==> src/design/gf2d_pkg.sv <==
// shared types and constants for the gf2 polynomial divider
package gf2d_pkg;

	localparam int POLY_WIDTH_DEF = 32;
	localparam int DATA_W = 32;
	localparam logic [DATA_W-1:0] DIVISOR_RST = 32'd3;

	typedef enum logic [1:0] {
		STAT_OK       = 2'd0,
		STAT_DIV_ZERO = 2'd1,
		STAT_OVERFLOW = 2'd2
	} status_t;

	typedef enum logic [1:0] {
		ST_IDLE,
		ST_PRE,
		ST_STEP,
		ST_DONE
	} state_t;

	typedef struct packed {
		logic load;
		logic pre;
		logic step;
	} cell_ctl_t;

endpackage

==> src/design/gf2d_cell.sv <==
// one bit slice of the serial divider: remainder, feed, quotient and degree marker bits
module gf2d_cell import gf2d_pkg::*; (
	input  logic      clk,
	input  cell_ctl_t ctl,
	input  logic      msg_bit,
	input  logic      div_bit,
	input  logic      oh_bit,
	input  logic      s_lo,
	input  logic      f_lo,
	input  logic      q_lo,
	input  logic      mark_hi,
	input  logic      red,
	output logic      s,
	output logic      f,
	output logic      q,
	output logic      mark,
	output logic      tap
);

	logic s_q;
	logic f_q;
	logic q_q;
	logic mark_q;
	logic div_q;
	logic oh_q;

	always_ff @(posedge clk) begin
		if (ctl.load) begin
			s_q    <= 1'b0;
			q_q    <= 1'b0;
			f_q    <= msg_bit;
			div_q  <= div_bit;
			oh_q   <= oh_bit;
			mark_q <= oh_bit;
		end else if (ctl.pre) begin
			f_q    <= f_lo;
			mark_q <= mark_hi;
		end else if (ctl.step) begin
			f_q <= f_lo;
			s_q <= s_lo ^ (red & div_q);
			q_q <= q_lo;
		end
	end

	// shifted-in remainder bit at the divisor's leading position
	assign tap  = s_lo & oh_q;
	assign s    = s_q;
	assign f    = f_q;
	assign q    = q_q;
	assign mark = mark_q;

endmodule

==> src/design/gf2d_ctrl.sv <==
// sequencer for the divider: load, optional pre-shift, division steps, handoff
module gf2d_ctrl import gf2d_pkg::*; #(
	parameter int POLY_WIDTH = POLY_WIDTH_DEF
) (
	input  logic      clk,
	input  logic      arst_n,
	input  logic      in_fire,
	input  logic      div_zero,
	input  logic      pre_need,
	input  logic      f_top,
	input  logic      mark_last,
	input  logic      out_free,
	output cell_ctl_t ctl,
	output logic      idle,
	output logic      out_load,
	output status_t   status
);

	localparam int CNT_W = $clog2(POLY_WIDTH);

	state_t           state_q, state_d;
	logic [CNT_W-1:0] cnt_q, cnt_d;
	logic             ovf_q, ovf_d;
	status_t          status_q, status_d;

	always_ff @(posedge clk or negedge arst_n) begin
		if (!arst_n) begin
			state_q  <= ST_IDLE;
			cnt_q    <= '0;
			ovf_q    <= 1'b0;
			status_q <= STAT_OK;
		end else begin
			state_q  <= state_d;
			cnt_q    <= cnt_d;
			ovf_q    <= ovf_d;
			status_q <= status_d;
		end
	end

	always_comb begin
		state_d  = state_q;
		cnt_d    = cnt_q;
		ovf_d    = ovf_q;
		status_d = status_q;
		ctl      = '0;
		idle     = 1'b0;
		out_load = 1'b0;
		case (state_q)
			ST_IDLE: begin
				idle = 1'b1;
				if (in_fire) begin
					ctl.load = 1'b1;
					cnt_d    = '0;
					ovf_d    = 1'b0;
					if (div_zero) begin
						status_d = STAT_DIV_ZERO;
						state_d  = ST_DONE;
					end else begin
						status_d = STAT_OK;
						state_d  = pre_need ? ST_PRE : ST_STEP;
					end
				end
			end
			ST_PRE: begin
				ctl.pre = 1'b1;
				ovf_d   = ovf_q | f_top;
				if (mark_last) begin
					if (ovf_q | f_top) begin
						status_d = STAT_OVERFLOW;
						state_d  = ST_DONE;
					end else begin
						state_d = ST_STEP;
					end
				end
			end
			ST_STEP: begin
				ctl.step = 1'b1;
				cnt_d    = cnt_q + CNT_W'(1);
				if (cnt_q == CNT_W'(POLY_WIDTH - 1)) begin
					state_d = ST_DONE;
				end
			end
			ST_DONE: begin
				if (out_free) begin
					out_load = 1'b1;
					state_d  = ST_IDLE;
				end
			end
			default: begin
				state_d = ST_IDLE;
			end
		endcase
	end

	assign status = status_q;

endmodule

==> src/design/gf2_polynomial_divider.sv <==
// top level of the gf2 polynomial divider with crc check verdict
// Divides the message by the divisor register in GF(2), one message bit per cycle in the step
// state, through a row of POLY_WIDTH bit cells (serial shift-and-reduce). With append_zeros
// set and divisor degree d above zero, the message is first pre-shifted by d places. A zero
// divisor goes straight to the done state, an overflow after the pre-shift. The result sits
// in an output register, so a new transaction is taken while it waits. The divisor resets to
// 3; the user writes it through cfg_we/cfg_wdata while idle, the block does not enforce it.
module gf2_polynomial_divider import gf2d_pkg::*; #(
	parameter int POLY_WIDTH = POLY_WIDTH_DEF
) (
	input  logic                clk,
	input  logic                arst_n,
	input  logic                cfg_we,
	input  logic [DATA_W-1:0]   cfg_wdata,      // divisor_poly
	input  logic                s_axis_tvalid,
	output logic                s_axis_tready,
	input  logic [DATA_W-1:0]   s_axis_tdata,   // message
	input  logic [0:0]          s_axis_tuser,   // append_zeros
	output logic                m_axis_tvalid,
	input  logic                m_axis_tready,
	output logic [2*DATA_W-1:0] m_axis_tdata,   // quotient, remainder
	output logic [2:0]          m_axis_tuser    // check_pass, status
);

	localparam int PAD_W = POLY_WIDTH + DATA_W;

	logic [DATA_W-1:0]     divisor_q;
	logic [PAD_W-1:0]      msg_pad, div_pad, quo_pad, rem_pad;
	logic [POLY_WIDTH-1:0] msg_w, div_w, tm, oh;
	logic [POLY_WIDTH-1:0] s_v, f_v, q_v, mark_v, tap_v;
	logic [POLY_WIDTH-1:0] s_lo_v, f_lo_v, q_lo_v, mark_hi_v;
	logic                  red;
	logic                  in_fire;
	logic                  idle;
	logic                  out_load;
	logic                  out_free;
	cell_ctl_t             ctl;
	status_t               status;

	logic                  out_valid_q;
	logic [DATA_W-1:0]     quo_q, rem_q;
	logic                  pass_q;
	status_t               stat_q;

	always_ff @(posedge clk or negedge arst_n) begin
		if (!arst_n) begin
			divisor_q <= DIVISOR_RST;
		end else if (cfg_we) begin
			divisor_q <= cfg_wdata;
		end
	end

	assign msg_pad = PAD_W'(s_axis_tdata);
	assign div_pad = PAD_W'(divisor_q);
	assign msg_w   = msg_pad[POLY_WIDTH-1:0];
	assign div_w   = div_pad[POLY_WIDTH-1:0];

	// thermometer of bits at or below the leading one, then its one-hot edge
	always_comb begin
		for (int i = 0; i < POLY_WIDTH; i++) begin
			tm[i] = |(div_w >> i);
		end
	end
	assign oh = tm & ~(tm >> 1);

	assign s_axis_tready = idle;
	assign in_fire       = s_axis_tvalid & idle;
	assign out_free      = !out_valid_q || m_axis_tready;

	assign s_lo_v    = {s_v[POLY_WIDTH-2:0], f_v[POLY_WIDTH-1]};
	assign f_lo_v    = {f_v[POLY_WIDTH-2:0], 1'b0};
	assign q_lo_v    = {q_v[POLY_WIDTH-2:0], red};
	assign mark_hi_v = {1'b0, mark_v[POLY_WIDTH-1:1]};
	assign red       = |tap_v;

	for (genvar i = 0; i < POLY_WIDTH; i++) begin : g_cell
		gf2d_cell u_cell (
			.clk     (clk),
			.ctl     (ctl),
			.msg_bit (msg_w[i]),
			.div_bit (div_w[i]),
			.oh_bit  (oh[i]),
			.s_lo    (s_lo_v[i]),
			.f_lo    (f_lo_v[i]),
			.q_lo    (q_lo_v[i]),
			.mark_hi (mark_hi_v[i]),
			.red     (red),
			.s       (s_v[i]),
			.f       (f_v[i]),
			.q       (q_v[i]),
			.mark    (mark_v[i]),
			.tap     (tap_v[i])
		);
	end

	gf2d_ctrl #(
		.POLY_WIDTH (POLY_WIDTH)
	) u_ctrl (
		.clk       (clk),
		.arst_n    (arst_n),
		.in_fire   (in_fire),
		.div_zero  (~tm[0]),
		.pre_need  (s_axis_tuser[0] & ~oh[0]),
		.f_top     (f_v[POLY_WIDTH-1]),
		.mark_last (mark_v[1]),
		.out_free  (out_free),
		.ctl       (ctl),
		.idle      (idle),
		.out_load  (out_load),
		.status    (status)
	);

	assign quo_pad = PAD_W'(q_v);
	assign rem_pad = PAD_W'(s_v);

	always_ff @(posedge clk or negedge arst_n) begin
		if (!arst_n) begin
			out_valid_q <= 1'b0;
		end else if (out_load) begin
			out_valid_q <= 1'b1;
		end else if (m_axis_tready) begin
			out_valid_q <= 1'b0;
		end
	end

	always_ff @(posedge clk) begin
		if (out_load) begin
			stat_q <= status;
			if (status == STAT_OK) begin
				quo_q  <= quo_pad[DATA_W-1:0];
				rem_q  <= rem_pad[DATA_W-1:0];
				pass_q <= (s_v == '0);
			end else begin
				quo_q  <= '0;
				rem_q  <= '0;
				pass_q <= 1'b0;
			end
		end
	end

	assign m_axis_tvalid = out_valid_q;
	assign m_axis_tdata  = {rem_q, quo_q};
	assign m_axis_tuser  = {stat_q, pass_q};

	a_pass_clean: assert property (@(posedge clk) disable iff (!arst_n)
		m_axis_tvalid && m_axis_tuser[0] |->
			m_axis_tuser[2:1] == STAT_OK && m_axis_tdata[2*DATA_W-1:DATA_W] == '0)
		else $error("check_pass with error status or nonzero remainder");

	a_err_zero: assert property (@(posedge clk) disable iff (!arst_n)
		m_axis_tvalid && m_axis_tuser[2:1] != STAT_OK |-> m_axis_tdata == '0)
		else $error("error result carries nonzero quotient or remainder");

	a_busy_after_accept: assert property (@(posedge clk) disable iff (!arst_n)
		in_fire |=> !s_axis_tready)
		else $error("divider accepted a transaction while busy");

	a_load_from_done: assert property (@(posedge clk) disable iff (!arst_n)
		out_load |=> m_axis_tvalid && s_axis_tready)
		else $error("result handoff did not raise tvalid and return to idle");

endmodule
==> config.mk <==
export PLATFORM = sky130hd
export DESIGN_NAME = gf2_polynomial_divider
export DESIGN_NICKNAME = d
export VERILOG_FILES = /design/src/design/gf2d_pkg.sv /design/src/design/gf2d_cell.sv /design/src/design/gf2d_ctrl.sv /design/src/design/gf2_polynomial_divider.sv
export SDC_FILE = /design/constraint.sdc
export NUM_CORES = 1
export LEC_CHECK = 0
export ABC_AREA = 1
export BUFFER_PORTS_ARGS = -buffer_cell sky130_fd_sc_hd__buf_4
export CORE_MARGIN = 2
export CORE_UTILIZATION = 50
export DETAILED_ROUTE_END_ITERATION = 10
export PLACE_DENSITY = 0.78
export SYNTH_ARGS = -nofsm -noshare
export SYNTH_HDL_FRONTEND = slang
export SYNTH_HIERARCHICAL = 1
export SYNTH_SLANG_ARGS = --single-unit
==> constraint.sdc <==
create_clock -name clk -period 4.9 [get_ports clk]
set_input_delay 0.245 -clock clk [delete_from_list [all_inputs] [get_ports clk]]
set_output_delay 0.245 -clock clk [all_outputs]
set_load 0.1 [all_outputs]
# After elaboration in Yosys (flattened, before gate mapping)
# Index checks and enable logic that the tools add are counted.
[totals]
elab_cells = 545
rom_bits = 0
input_bits = 70
n_memories = 0
output_inout_bits = 69
regBits = 301
ramBits = 0
latchBits = 0
[op_classes]
eq_ne = 9
reduce_logical = 47
n_mul = 0
bitwise_logic = 103
shift = 0
n_div = 0
magnitude_cmp = 0
addsub = 1
n_mux = 184
[ops]
columns = ["op", "n"]
rows = [
  ["$mux 1", 170],
  ["$and 1x1->1", 66],
  ["$reduce_or 32->1", 2],
  ["$and 32x32->32", 1],
  ["$logic_not 32->1", 1],
  ["$not 31->32", 1],
  ["$xor 1x1->1", 32],
  ["$reduce_or 31->1", 1],
  ["$reduce_or 30->1", 1],
  ["$reduce_or 29->1", 1],
  ["$reduce_or 28->1", 1],
  ["$reduce_or 27->1", 1],
  ["$reduce_or 26->1", 1],
  ["$reduce_or 25->1", 1],
  ["$reduce_or 24->1", 1],
  ["$reduce_or 23->1", 1],
  ["$reduce_or 22->1", 1],
  ["$reduce_or 21->1", 1],
  ["$reduce_or 20->1", 1],
  ["$reduce_or 19->1", 1],
  ["$mux 2", 9],
  ["$reduce_or 18->1", 1],
  ["$reduce_or 17->1", 1],
  ["$reduce_or 16->1", 1],
  ["34 further kinds", 46],
]

# Longest topological paths before layout
[logic_depth]
depth_word = 9
ltp_mapped = 11

# By module
# The synthesis kept the hierarchy.
[by_module_without_submodules]
columns = ["module", "seq_area_each_um2", "area_each_um2", "instances", "cells_each"]
rows = [
  ["gf2d_cell", 160.2, 266.5, 32, 32],
  ["gf2_polynomial_divider", 2840.2, 4709.5, 1, 525],
  ["gf2d_ctrl", 250.2, 705.7, 1, 91],
]

# Worst setup path before layout
# OpenSTA, ideal clock, no wires.
[synth_path]
path_kind = "register to register"
from = "reg u_ctrl.state_q[0]"
to = "reg g_cell[0].u_cell.f_q, enable pin"
path_slack_ps = -504
path_buffers = 0
path_stages_with_launch = 10
period_less_slack_ps = 5404
required_ps = 4606
arrival_time_ps = 5110
path_cell_list = "dfrtp_1 > inv_1 > ha_1 > nand2_1 > inv_1 > nand2_4 > inv_1 > inv_2 > nand2_2 > or2_1"
[synth_lines]
columns = ["item", "line", "rtl"]
rows = [
  ["start, declared", "gf2d_ctrl.sv:21", "state_t state_q, state_d;"],
  ["start signal, assigned", "gf2d_ctrl.sv:33", "state_q <= state_d;"],
  ["end signal, assigned", "gf2d_cell.sv:31", "f_q <= msg_bit;"],
  ["end signal, assigned", "gf2d_cell.sv:36", "f_q <= f_lo;"],
  ["end signal, assigned", "gf2d_cell.sv:39", "f_q <= f_lo;"],
  ["end, declared", "gf2d_cell.sv:21", "logic f_q;"],
]

==> metrics.cfg <==
[sta]
finalMaxSlewViolations=0
tightest_slew_ps=1220
rsz0062_at_grt=false
period_share=0.609
fin_crit_ps=2990
final-setup-viol-count=0
fmax_ghz=0.335
fin_setup_tns_ps=0
fin_worst_skew_ps=22.9
timing.hold.ws_ps=129
hold_viol_final=0
relSlewSlack=0.184

[grt]
grt_overflow=0
grt_pass1_wl_um=52800
antenna_found_initial=0
grt_max_degree=82
grtUsageTotal=0.226
grt_pass1_vias=10900

[drt]
top_layer=met4
viasPerCell=4.89
drt_wl_total_um=32600
route.met3.wl_um=1950
wl_per_cell_um=14.4
drc=0
first_iter_violations=835
ant_nets=0
drt-met1-wl_um=14500
wl_met2_um=15600
vias=11100
firstDrtPassIters=5

[die]
ios=139
dieArea_um2=29200
dieWidth_um=171
rows=61
fp.dieH_um=171
core-area_um2=27600
start_util=0.505

[cells_and_area]
n_fill_cell=2258
drive_gt1_frac=0.159
diodes=0
final_area_um2=17000
post-route-util=0.618
nets=1938
syn2layout_area_growth_pct=22.4

[clock_tree]
cts_made_buffers=31
cts_root_buffer=clkbuf_16
path_clk_slew_ps=60
cts_sinks=301
cts-htree-levels=1
post_cts.repair.setup_buffers=0
hold_buffers=66
cts.repair.resized=0
clock_latency_ps=570
cts_tree=built
cts_buffer_depth=3

[place]
gp_congestion=0.828
port_buffers=138
placed_area_um2=15400
hpwlAfterDp_um=22100

[yosys]
yosys_warnings=6
synth_area_um2=13900
synthCells=1636
avgSynthCellArea_um2=8.50

[job]
cap_viol_max_count=0

[worst_setup_path]
worst_path_most_repeated_cell=inv_1
path_max_fanout=81
cp_top_family=buffers and inverters
timing_worst_setup_path_type=reg -> reg
crit_chain=inv_1, ha_1, nand2_1, inv_1, nand2_4, clkinvlp_4, buf_4, inv_2, nand2_2, or2_1
crit_path_end_kind=register
max_stage_delay_ps=740
path_buf_inv=5
cp.required_ps=5180
start_kind=register
arrival_ps=3270
slowest_stage=buf_4

[pwr]
ir_worst_vdd_mv=0.509
power_density_nw_per_um2=671
leakagePower_nw=8.56

[min_path]
hp-class=in -> reg

[outcome]
outcome=finished clean

[layer usage]
metal  GRT usage  vias to the layer above
met2       0.383                      360
met5           0                        -
met4      0.0550                        0
met1       0.310                     5191
li1            -                     5477
met3      0.0294                       42
[cells in the final DEF (no fill, tap or decap), types with 6 or more instances in the layout]
master,count
inv_2,37
dfrtp_1,41
nor4_1,9
a21oi_1,38
nand4_1,8
o21ai_0,58
nor2_1,202
clkbuf_1,8
inv_1,286
nand2_2,39
mux2_2,6
nand2_4,7
nand3_1,51
dlygate4sd3_1,66
clkbuf_16,31
dfxtp_1,64
nor2_4,7
edfxtp_1,194
clkinv_2,9
nand2_1,507
buf_4,143
or2_1,32
[registers in the layout, summed over array words and instances (netlist names), 32 cells and up]
name / cells
div_w: 32
g_cell.u_cell/div_q: 32
g_cell.u_cell/f: 32
g_cell.u_cell/oh_q: 32
g_cell.u_cell/q: 32
g_cell.u_cell/s: 32
quo_q: 32
rem_q: 32
[final timing paths]
path	startpoint	end	slack [ps]	cells after the start
worst max-delay path	u_ctrl/state_q[1]$_DFFE_PN0P_	g_cell[19].u_cell/f$_DFFE_PP_	1910	10
worst min-delay path	s_axis_tvalid	u_ctrl/status[0]$_DFFE_PN0P_	130	5
worst max register to register	u_ctrl/state_q[1]$_DFFE_PN0P_	g_cell[19].u_cell/f$_DFFE_PP_	1910	10
worst min register to register	div_w[18]$_DFFE_PN0P_	g_cell[18].u_cell/div_q$_DFFE_PP_	490	0
max in group asynchronous	arst_n	div_w[11]$_DFFE_PN0P_	4230	2
min in group asynchronous	arst_n	u_ctrl/status[1]$_DFFE_PN0P_	230	2
[report_power, final]
part / total (W) / internal, W / leakage, nW / switching, W
logic: 0.00460 / 0.00128 / 5.23 / 0.00332
clock network: 0.00230 / 0.00132 / 0.479 / 0.000974
registers: 0.00452 / 0.00394 / 2.86 / 0.000577
[area by class of cell]
| type | instances | area (um2) | share of cell area |
|---|---|---|---|
| Sequential cell | 301 | 8190 | 0.481 |
| Multi-Input combinational cell | 995 | 4420 | 0.260 |
| Timing Repair Buffer | 209 | 1730 | 0.102 |
| Inverter | 324 | 1220 | 0.0717 |
| Clock buffer | 39 | 806 | 0.0473 |
| Tap cell | 378 | 473 | 0.0278 |
| Clock inverter | 19 | 178 | 0.0104 |
[worst register-to-register path: cells and delay by family (launching register included)]
family / cells / cell delay, ps
buffers and inverters: 5 / 1390
adders and majority gates: 1 / 470
and+or+nand+nor: 4 / 440
DFF: 1 / 420
[through the flow]
step	total power, W	setup WS [ps]	std cells
after floorplan	0.00798	707	1637
after global placement	0.00888	2080	2141
after detailed placement	0.00907	1940	2141
after CTS	0.0114	1950	2265
after global routing	0.0122	1720	2265
final	0.0114	1910	2265
(Power assumes the default switching activity.)
